File: src/sv/randomized_set_table_defines.svh
// Assertion macros for the randomized set table.
// Used by the top level only; depends on clk and rst in the including scope.
`ifndef RANDOMIZED_SET_TABLE_DEFINES_SVH
`define RANDOMIZED_SET_TABLE_DEFINES_SVH
`ifndef SYNTH
`define RSET_ASSERT_NOW(lbl, ante, cons, msg) \
  lbl: assert property (@(posedge clk) disable iff (rst) (ante) |-> (cons)) else $error(msg);
`define RSET_ASSERT_NEXT(lbl, ante, cons, msg) \
  lbl: assert property (@(posedge clk) disable iff (rst) (ante) |=> (cons)) else $error(msg);
`else
`define RSET_ASSERT_NOW(lbl, ante, cons, msg)
`define RSET_ASSERT_NEXT(lbl, ante, cons, msg)
`endif
`endif

File: src/sv/rset_pkg.sv
// Types and constants shared by the randomized set table modules.
// No dependencies.
package rset_pkg;

  localparam int VALUE_W = 32;
  localparam int DRAW_W  = 16;
  localparam int STEP_W  = 4;
  localparam int COUNT_W = 7;

  localparam logic [1:0] REQ_INSERT = 2'd0;
  localparam logic [1:0] REQ_REMOVE = 2'd1;
  localparam logic [1:0] REQ_PICK   = 2'd2;

  localparam logic [1:0] ST_OK    = 2'd0;
  localparam logic [1:0] ST_MISS  = 2'd1;
  localparam logic [1:0] ST_FULL  = 2'd2;
  localparam logic [1:0] ST_EMPTY = 2'd3;

  typedef logic signed [VALUE_W-1:0] value_t;

  typedef struct packed {
    logic [1:0]        req_type;
    value_t            value;
    logic [DRAW_W-1:0] random_draw;
  } request_t;

  typedef struct packed {
    logic [1:0]         status;
    value_t             picked_value;
    logic [COUNT_W-1:0] member_count;
  } result_t;

  typedef enum logic [3:0] {
    S_IDLE,
    S_SEARCH,
    S_MOVE_RD,
    S_MOVE_WR,
    S_MOD_GO,
    S_MOD_RUN,
    S_PICK_RD,
    S_PICK_TAKE,
    S_DONE
  } state_e;

endpackage

File: src/sv/rset_mem.sv
// Value store: one write port, one read port with registered read data.
// Depends on rset_pkg.
module rset_mem import rset_pkg::*; #(
  parameter int DEPTH = 64,
  parameter int AW    = 6
) (
  input  logic          clk,
  input  logic          we,
  input  logic [AW-1:0] waddr,
  input  value_t        wdata,
  input  logic [AW-1:0] raddr,
  output value_t        rdata
);

  value_t store [DEPTH];

  always_ff @(posedge clk) begin
    if (we) begin
      store[waddr] <= wdata;
    end
  end

  always_ff @(posedge clk) begin
    rdata <= store[raddr];
  end

endmodule

File: src/sv/rset_mod.sv
// Bit-serial remainder unit: draw modulo member count, one dividend bit per cycle.
// Depends on rset_pkg.
module rset_mod import rset_pkg::*; #(
  parameter int CW = 7
) (
  input  logic              clk,
  input  logic              rst,
  input  logic              start,
  input  logic [DRAW_W-1:0] dividend,
  input  logic [CW-1:0]     divisor,
  output logic              done,
  output logic [CW-1:0]     rem
);

  localparam logic [STEP_W-1:0] LAST_STEP = STEP_W'(DRAW_W - 1);

  logic              running;
  logic [STEP_W-1:0] step;
  logic [DRAW_W-1:0] dvd;
  logic [CW-1:0]     dsr;
  logic [CW:0]       trial;
  logic [CW:0]       diff;
  logic [CW-1:0]     rem_next;

  always_comb begin
    trial    = {rem, dvd[DRAW_W-1]};
    diff     = trial - {1'b0, dsr};
    rem_next = (trial >= {1'b0, dsr}) ? diff[CW-1:0] : trial[CW-1:0];
  end

  always_ff @(posedge clk) begin
    if (rst) begin
      running <= 1'b0;
      done    <= 1'b0;
    end else begin
      done <= 1'b0;
      if (start) begin
        running <= 1'b1;
      end else if (running && step == LAST_STEP) begin
        running <= 1'b0;
        done    <= 1'b1;
      end
    end
  end

  always_ff @(posedge clk) begin
    if (start) begin
      step <= '0;
      dvd  <= dividend;
      dsr  <= divisor;
      rem  <= '0;
    end else if (running) begin
      step <= step + STEP_W'(1);
      dvd  <= {dvd[DRAW_W-2:0], 1'b0};
      rem  <= rem_next;
    end
  end

endmodule

File: src/sv/randomized_set_table.sv
// Randomized set table: insert and remove scan the set one entry per cycle through the
// store read port; remove then moves the last entry into the freed slot, and pick runs
// the 16-step remainder unit and reads the chosen entry. One item at a time; start is
// taken again the cycle after done, and done is high for one cycle only, since the
// receiver cannot stall.
// Synchronous reset empties the set; store contents stay undefined until written.
`include "randomized_set_table_defines.svh"
module randomized_set_table import rset_pkg::*; #(
  parameter int CAPACITY = 64
) (
  input  logic     clk,
  input  logic     rst,
  input  logic     start,
  input  request_t request,
  output logic     busy,
  output logic     done,
  output result_t  result
);

  localparam int CW = $clog2(CAPACITY + 1);
  localparam int AW = (CAPACITY > 1) ? $clog2(CAPACITY) : 1;
  localparam logic [CW-1:0] CAP_C = CW'(CAPACITY);

  state_e        state, state_next;
  request_t      req;
  logic [CW-1:0] count;
  logic [CW-1:0] scan_idx;
  logic          pend;
  logic [AW-1:0] pend_idx;
  logic [AW-1:0] hit_pos;
  logic [AW-1:0] pick_idx;
  logic [1:0]    status;
  value_t        picked;

  logic          mem_we;
  logic [AW-1:0] mem_waddr;
  value_t        mem_wdata;
  logic [AW-1:0] mem_raddr;
  value_t        mem_rdata;

  logic          mod_start;
  logic          mod_done;
  logic [CW-1:0] mod_rem;

  logic          scan_more;
  logic          hit;
  logic          miss;
  logic          full;
  logic [CW-1:0] last_idx;

  rset_mem #(.DEPTH(CAPACITY), .AW(AW)) u_mem (
    .clk   (clk),
    .we    (mem_we),
    .waddr (mem_waddr),
    .wdata (mem_wdata),
    .raddr (mem_raddr),
    .rdata (mem_rdata)
  );

  rset_mod #(.CW(CW)) u_mod (
    .clk      (clk),
    .rst      (rst),
    .start    (mod_start),
    .dividend (req.random_draw),
    .divisor  (count),
    .done     (mod_done),
    .rem      (mod_rem)
  );

  always_comb begin
    scan_more = scan_idx < count;
    hit       = pend && (mem_rdata == req.value);
    miss      = !pend && !scan_more;
    full      = count >= CAP_C;
    last_idx  = count - CW'(1);
  end

  always_comb begin
    state_next = state;
    unique case (state)
      S_IDLE: begin
        if (start) begin
          unique case (request.req_type)
            REQ_INSERT, REQ_REMOVE: state_next = S_SEARCH;
            REQ_PICK:               state_next = (count == '0) ? S_DONE : S_MOD_GO;
            default:                state_next = S_DONE;
          endcase
        end
      end
      S_SEARCH: begin
        if (hit) begin
          state_next = (req.req_type == REQ_REMOVE) ? S_MOVE_RD : S_DONE;
        end else if (miss) begin
          state_next = S_DONE;
        end
      end
      S_MOVE_RD:   state_next = S_MOVE_WR;
      S_MOVE_WR:   state_next = S_DONE;
      S_MOD_GO:    state_next = S_MOD_RUN;
      S_MOD_RUN: begin
        if (mod_done) begin
          state_next = S_PICK_RD;
        end
      end
      S_PICK_RD:   state_next = S_PICK_TAKE;
      S_PICK_TAKE: state_next = S_DONE;
      S_DONE:      state_next = S_IDLE;
      default:     state_next = S_IDLE;
    endcase
  end

  always_comb begin
    busy      = state != S_IDLE;
    done      = state == S_DONE;
    mod_start = state == S_MOD_GO;
    mem_we    = 1'b0;
    mem_waddr = count[AW-1:0];
    mem_wdata = req.value;
    mem_raddr = scan_idx[AW-1:0];
    unique case (state)
      S_SEARCH: begin
        mem_we = !hit && miss && (req.req_type == REQ_INSERT) && !full;
      end
      S_MOVE_RD: begin
        mem_raddr = last_idx[AW-1:0];
      end
      S_MOVE_WR: begin
        mem_we    = 1'b1;
        mem_waddr = hit_pos;
        mem_wdata = mem_rdata;
      end
      S_PICK_RD: begin
        mem_raddr = pick_idx;
      end
      default: begin
      end
    endcase
    result.status       = status;
    result.picked_value = picked;
    result.member_count = COUNT_W'(count);
  end

  always_ff @(posedge clk) begin
    if (rst) begin
      state <= S_IDLE;
      count <= '0;
    end else begin
      state <= state_next;
      if (state == S_SEARCH && !hit && miss && req.req_type == REQ_INSERT && !full) begin
        count <= count + CW'(1);
      end else if (state == S_MOVE_WR) begin
        count <= last_idx;
      end
    end
  end

  always_ff @(posedge clk) begin
    unique case (state)
      S_IDLE: begin
        if (start) begin
          req      <= request;
          scan_idx <= '0;
          pend     <= 1'b0;
          picked   <= '0;
          status   <= (request.req_type == REQ_PICK && count == '0) ? ST_EMPTY : ST_OK;
        end
      end
      S_SEARCH: begin
        if (scan_more) begin
          scan_idx <= scan_idx + CW'(1);
          pend     <= 1'b1;
          pend_idx <= scan_idx[AW-1:0];
        end else begin
          pend <= 1'b0;
        end
        if (hit) begin
          hit_pos <= pend_idx;
          if (req.req_type == REQ_INSERT) begin
            status <= ST_MISS;
          end
        end else if (miss) begin
          if (req.req_type == REQ_REMOVE) begin
            status <= ST_MISS;
          end else if (full) begin
            status <= ST_FULL;
          end
        end
      end
      S_MOD_RUN: begin
        if (mod_done) begin
          pick_idx <= mod_rem[AW-1:0];
        end
      end
      S_PICK_TAKE: begin
        picked <= mem_rdata;
      end
      default: begin
      end
    endcase
  end

  `RSET_ASSERT_NOW(a_count_bound, 1'b1, count <= CAP_C, "member count above capacity")
  `RSET_ASSERT_NEXT(a_accept_busy, start && !busy, busy, "accepted item did not raise busy")
  `RSET_ASSERT_NEXT(a_done_idle, done, !busy, "block still busy after done")
  `RSET_ASSERT_NOW(a_write_busy, mem_we, busy, "store written while idle")

endmodule

File: config.mk
export PLATFORM = sky130hd
export DESIGN_NAME = randomized_set_table
export DESIGN_NICKNAME = d
export VERILOG_FILES = /design/src/sv/rset_pkg.sv /design/src/sv/rset_mem.sv /design/src/sv/rset_mod.sv /design/src/sv/randomized_set_table.sv
export VERILOG_INCLUDE_DIRS = /design/src /design/src/sv
export SDC_FILE = /design/constraint.sdc
export NUM_CORES = 2
export LEC_CHECK = 0
export BUFFER_PORTS_ARGS = -buffer_cell sky130_fd_sc_hd__buf_2
export CELL_PAD_IN_SITES_DETAIL_PLACEMENT = 0
export CELL_PAD_IN_SITES_GLOBAL_PLACEMENT = 1
export CORE_MARGIN = 2
export CORE_UTILIZATION = 25
export CTS_BUF_LIST = sky130_fd_sc_hd__clkbuf_2 sky130_fd_sc_hd__clkbuf_4 sky130_fd_sc_hd__clkbuf_8
export DETAILED_ROUTE_END_ITERATION = 10
export GPL_ROUTABILITY_DRIVEN = 0
export HOLD_SLACK_MARGIN = 0.06
export PLACE_DENSITY = 0.52
export SETUP_SLACK_MARGIN = 0.4
export SLEW_MARGIN = 20
export SYNTH_ARGS = -nofsm -noshare
export SYNTH_HDL_FRONTEND = slang
export SYNTH_SLANG_ARGS = --single-unit
File: constraint.sdc
create_clock -name clk -period 8.15 [get_ports clk]
set_input_delay 1.2225 -clock clk [delete_from_list [all_inputs] [get_ports clk]]
set_output_delay 1.2225 -clock clk [all_outputs]
set_load 0.1 [all_outputs]
## Word-level counts from Yosys, hierarchy flattened

Memories as Yosys holds them, arrays and structs flattened. A register that Yosys moved wholly into a read port is not among the register bits.
Index checks and enable logic that the tools add are counted.

- Logic and storage cells: 121
- Bits in registers: 157
- Memories kept: 1
- RAM bits: 2048
- Input port bits: 53
- Bits in read-only memories: 0
- Latch bits: 0
- Output and inout port bits: 43

Memories:

| memory | depth | width | read ports | clocked after memory_dff | wr ports | RTL line | text |
|---|---|---|---|---|---|---|---|
| u_mem.store | 64 | 32 | 1 | 1 | 1 | rset_mem.sv:15 | `value_t store [DEPTH];` |

- $add $sub $neg: 5
- Multipliers: 0
- Muxes and demuxes: 38
- Eq/ne operators: 19
- Divide/modulo/power cells: 0
- $lt $le $gt $ge: 3
- Reductions and logical operators: 37
- Shift-type cells: 0
- Bitwise logic cells: 0

Operators by type and width:

| cell | number |
|---|---|
| $mux W32 | 2 |
| $pmux W32 S2 | 1 |
| $mux W7 | 5 |
| $eq A32 B32 Y1 | 1 |
| $mux W16 | 2 |
| $pmux W4 S7 | 1 |
| $mux W4 | 6 |
| $eq A4 B3 Y1 const B | 4 |
| $add A7 B1 Y7 const B | 2 |
| $mux W2 | 7 |
| $pmux W7 S2 | 1 |
| $pmux W6 S2 | 1 |
| $reduce_and A2 Y1 | 6 |
| $logic_and A1 B1 Y1 | 11 |
| $reduce_bool A2 Y1 | 5 |
| $eq A4 B2 Y1 const B | 2 |
| $eq A4 B4 Y1 const B | 2 |
| $ge A8 B7 Y1 | 1 |
| $pmux W4 S2 | 1 |
| $ge A7 B7 Y1 const B | 1 |
| $logic_not A7 Y1 | 1 |
| $lt A7 B7 Y1 | 1 |
| $mux W1 | 7 |
| $sub A7 B1 Y7 const B | 1 |
| other kinds (19) | 30 |

## Logic depth before layout (Yosys ltp)

- Depth after elaboration: 9
- Depth in mapped cells: 15
- Gate-level depth less buffers: 11

## Cells and area by module

From an unflattened synthesis, not the netlist that was laid out.

- Cells, all modules: 3998
- Area total of the unflattened synthesis: 86162.6 µm²

Modules (own cells, without submodules):

| module | area an instance (µm²) | cells each | instances | sequential area each (µm²) |
|---|---|---|---|---|
| rset_mem | 78515.3 | 3324 | 1 | 62139.6 |
| randomized_set_table | 5788.1 | 513 | 1 | 3523.4 |
| rset_mod | 1859.3 | 161 | 1 | 950.9 |

## Worst setup path after synthesis

Ideal clock, no wire load.

- Path kind: register -> register
- From: register count[1]
- To: memory u_mem.store[33][0] (netlist name), enable pin
- Arrival time: 5.171 ns
- Setup slack: 2.518 ns
- Stages on the path, launching flop included: 12
- Path buffers: 3
- Required time: 7.689 ns
- Clock period less this slack: 5.632 ns
- Library setup time: 0.461 ns
- Cell sequence: dfxtp_1 > clkbuf_1 > inv_1 > ha_1 > a21o_1 > a21oi_1 > o21ai_0 > and3_1 > clkbuf_1 > a21oi_1 > clkbuf_1 > nor3_1

- Word-level cells in the longest chain between the ends: 9
- Elaborated cells on any way between the ends: 12
- Those cells by class: order compare (2); mux (4); reduce/logical (6)

Ends and longest elaborated chain:

| element | RTL line | text |
|---|---|---|
| start: declaration | randomized_set_table.sv:26 | `logic [CW-1:0] count;` |
| start signal: assignment | randomized_set_table.sv:150 | `count <= count + CW'(1);` |
| start signal: assignment | randomized_set_table.sv:152 | `count <= last_idx;` |
| $lt A7 B7 Y1 | randomized_set_table.sv:71 | `scan_more = scan_idx < count;` |
| $logic_not A1 Y1 | randomized_set_table.sv:73 | `miss = !pend && !scan_more;` |
| $logic_and A1 B1 Y1 | randomized_set_table.sv:73 |  |
| $logic_and A1 B1 Y1 (3 in a row) | randomized_set_table.sv:122 | `mem_we = !hit && miss && (req.req_type == REQ_INSERT) && !full;` |
| $pmux W1 S2 | randomized_set_table.sv:120 | `unique case (state)` |
| $mux W1 | rset_mem.sv:18 | `if (we) begin` |
| $mux W1 (implied by the code) | rset_mem.sv:19 | `store[waddr] <= wdata;` |
| end: declaration | rset_mem.sv:15 |  |

Several ways; a longest one is shown, not always the timed one.

## Worst setup path after layout

- From: register count[0]
- To: register u_mem.rdata[29] (read register of u_mem.store)

- Word-level cells in the longest chain between the ends: 2

Ends and longest elaborated chain:

| element | RTL line | text |
|---|---|---|
| $sub A7 B1 Y7 | randomized_set_table.sv:75 | `last_idx = count - CW'(1);` |
| $pmux W6 S2 | randomized_set_table.sv:120 |  |
| end: declaration | rset_mem.sv:12 | `output value_t rdata` |

Every way passes these cells.
A chain may end at the register's enable or synchronous reset.

==> results.yml <==
clock_tree:
  cts_hold_buf: 0
  cts_root_buffer: "clkbuf_8"
  cts_tree: "yes"
  cts_resized: 0
  cts-htree-levels: 5
  numCtsBuffers: 390
  clk_pin_slew_ns: 0.06
  post_cts_buffers: 0
  clk_path_buf_depth: 4
  clock_sink_count: 2237
  clk_latency_ns: 1.02
finish:
  flow.area_growth_from_synthesis_pct: 16.1
  drive_gt1_share_pct: 18.4
  nets: 6593
  final-instance-count-excl-fill: 11600
synthesis:
  ys.flop_type: "edfxtp_1"
  ys_top_cells_by_area: "edfxtp_1 74%, nand2_1 6.3%, and3_1 2.3%"
  synth_edf_count: 2181
  synth-seq-cells: 2237
  ys_types: 68
  avgSynthCellArea_um2: 14.1
  ys.warnings.count: 0
  yosysSeqAreaShare_pct: 74.9
  async_reset_ff_share_pct: 0
  synthCells: 6294
  netlist.area_leader.share_pct: 73.6
  syn-num-nets: 6366
  synth_common_cells: "2181 x edfxtp_1, 1497 x nand2_1, 326 x and3_1"
  synth.most_common_cell: "edfxtp_1"
  yosys.area.top_type: "edfxtp_1"
  syn_area_um2: 88900
sta:
  clock.fmax_ghz: 0.182
  tightest_slew_ns: 1.49
  skew_ns: 0.0750
  finalSetupViolations: 0
  slew_headroom_pct: 0.443
  hold_viol: 0
  setup_tns_ns: 0
  period_minus_slack_ns: 5.50
  drv_slew: 0
  rsz0062_at_grt: "false"
  finalCritPeriodShare_pct: 67.5
power:
  p_seq_share_pct: 50.3
  p_int_uw: 19100
  power.switching_uw: 7010
  clkPwrFrac_pct: 38.7
  leakage_uw: 0.0340
  ir_worst_vdd_v: 0.000136
  p_comb_share_pct: 11.0
  cellPowerDensity_nw_per_um2: 253
  swShare_pct: 26.9
drt:
  wl_per_cell_um: 26.0
  drt_pass1_iterations: 10
  drtIter0Drc: 5494
  routed_wl_mm: 301
  viasPerCell: 4.78
  drc: 2
  vias: 55300
  postRouteAntennaNets: 0
placed_design:
  hpwl_mm: 158
  io_buffers: 95
  place_inst: 10900
worst_hold_path:
  min_path_type: "primary input to register"
run:
  max-cap-violations: 0
critical_path:
  cp.required_ns: 9.05
  critPathKind: "register to register"
  crit_chain: "inv_1 -> ha_1 -> nand2b_1 -> nand3_4 -> nand2_4 -> buf_12 -> a211oi_1 -> a311oi_1 -> nor3_1 -> or4_4 -> nor4_2"
  end_kind: "register"
  arrival_ns: 6.40
  critPathMaxStageDelay_ns: 0.76
  worst-path-max-fanout: 213
  cp_slowest_cell: "dfxtp_1"
  worstSetupStartpointType: "register"
outcome:
  status: "finished with violations"
  failed_checks: "DRC"
floorplanning:
  die_h_um: 600
  ios: 96
  num_rows: 219
  die_w_um: 600
  core_area_um2: 355000
  die_area_um2: 361000
  start_util_pct: 25.1
global_route:
  grt_overflow_total: 0
  grt_first_pass_wirelength_mm: 422
  antenna_found_initial: 21
  grt_pass1_vias: 55100
  grt_max_degree: 214
  grt_usage_pct: 16.1
==> cell families (layout without fill, tap and decap cells) <==
kind of cell | after synthesis | in the layout | synth area share, %
adder cells (fa/ha/maj) | 19 | 19 | 0.276
AO/OA/AOI/OAI | 920 | 920 | 7.48
XOR/XNOR | 49 | 49 | 0.483
flip-flops | 2237 | 2237 | 74.9
AND/OR/NAND/NOR | 2440 | 2440 | 12.5
multiplexers | 159 | 159 | 2.07
other | 0 | 8 | 0
buffers and inverters | 470 | 998 | 2.27
==> area by class of cell <==
type,instances,area (um2)
fill,35800,252000
sequential,2237,66600
multi-input combinational,3587,20900
clock buffer,559,6780
tap,4751,5940
timing repair buffer,282,2090
clock inverter,134,763
inverter,23,88.8
antenna,8,20.0
==> registers in the layout, summed over array words and instances (netlist names), 7 cells and up <==
| register | cells |
|---|---|
| scan_idx | 7 |
| picked | 32 |
| count | 7 |
| u_mod.dvd | 16 |
| u_mod.dsr | 7 |
| u_mod.rem | 7 |
| req | 50 |
| u_mem.store | 2048 |
| u_mem.rdata | 32 |
==> worst max-delay path: cells and delay by family (launching register included) <==
| family | cells | cell delay (ns) |
|---|---|---|
| adder cells (fa/ha/maj) | 1 | 0.40 |
| AO/OA/AOI/OAI | 2 | 0.55 |
| AND/OR/NAND/NOR | 6 | 2.32 |
| flip-flops | 1 | 0.76 |
| buffers and inverters | 2 | 0.73 |
==> final timing paths <==
path	to	start	depth (start not counted)	slack, ns
setup / recovery	u_mem.rdata[29]	count[0]	11	2.65
hold / removal	req[19]	request[19]	1	0.40
setup reg to reg	u_mem.rdata[29]	count[0]	11	2.65
hold reg to reg	hit_pos[4]	pend_idx[4]	0	0.41
==> routing by layer <==
| layer | track usage (%) | share of wire (%) |
|---|---|---|
| met5 | 0 | 0.11 |
| met4 | 4.64 | 2.8 |
| met3 | 2.52 | 5.8 |
| met2 | 26.7 | 48 |
| met1 | 21.7 | 44 |
==> power groups by stage <==
stage,logic [uW],registers (uW),clock network (uW)
2_1_floorplan,1670,13300,0
3_3_place_gp,2870,13400,0
3_5_place_dp,2890,13400,0
4_1_cts,2900,13100,10400
5_1_grt,3090,13100,10800
6_report,2880,13100,10100
==> per-stage QoR <==
stage / power (uW) / setup WS (ns) / hold WS [ns] / util (%) / area (um2)
floorplan: 15000 / 2.52 / 0.400 / - / 88900
global placement: 16200 / 2.79 / 0.401 / 26.9 / 95600
detailed placement: 16300 / 2.84 / 0.405 / 27.0 / 95700
CTS: 26400 / 2.79 / 0.299 / 29.1 / 103000
global route: 27100 / 2.49 / 0.321 / 29.1 / 103000
finish: 26100 / 2.65 / 0.395 / 29.1 / 103000
==> cell usage in the layout, fill, tap and decap left out, types with 12 or more instances in the layout <==
cell	n
and3_1	326
edfxtp_1	2181
o211ai_1	29
a21oi_1	57
nand3_1	265
dfxtp_1	56
or4_1	20
nor4_1	19
nor3_1	70
and2_1	37
clkinv_1	86
buf_4	169
a31o_2	27
a311o_1	26
clkbuf_8	413
mux2_2	147
nor2_1	45
clkbuf_4	146
o21ai_0	44
ha_1	18
inv_1	21
o22ai_1	139
a31oi_1	145
or4_4	15
nor4_2	21
buf_2	95
xor2_1	12
a211oi_1	206
nor3_2	61
clkinv_2	26
a311oi_1	183
buf_12	16
a21oi_2	15
nand2_1	1460
xnor2_1	37
nand2_2	34
nand4_1	12
No activity file was read; power rests on OpenSTA's default activity.
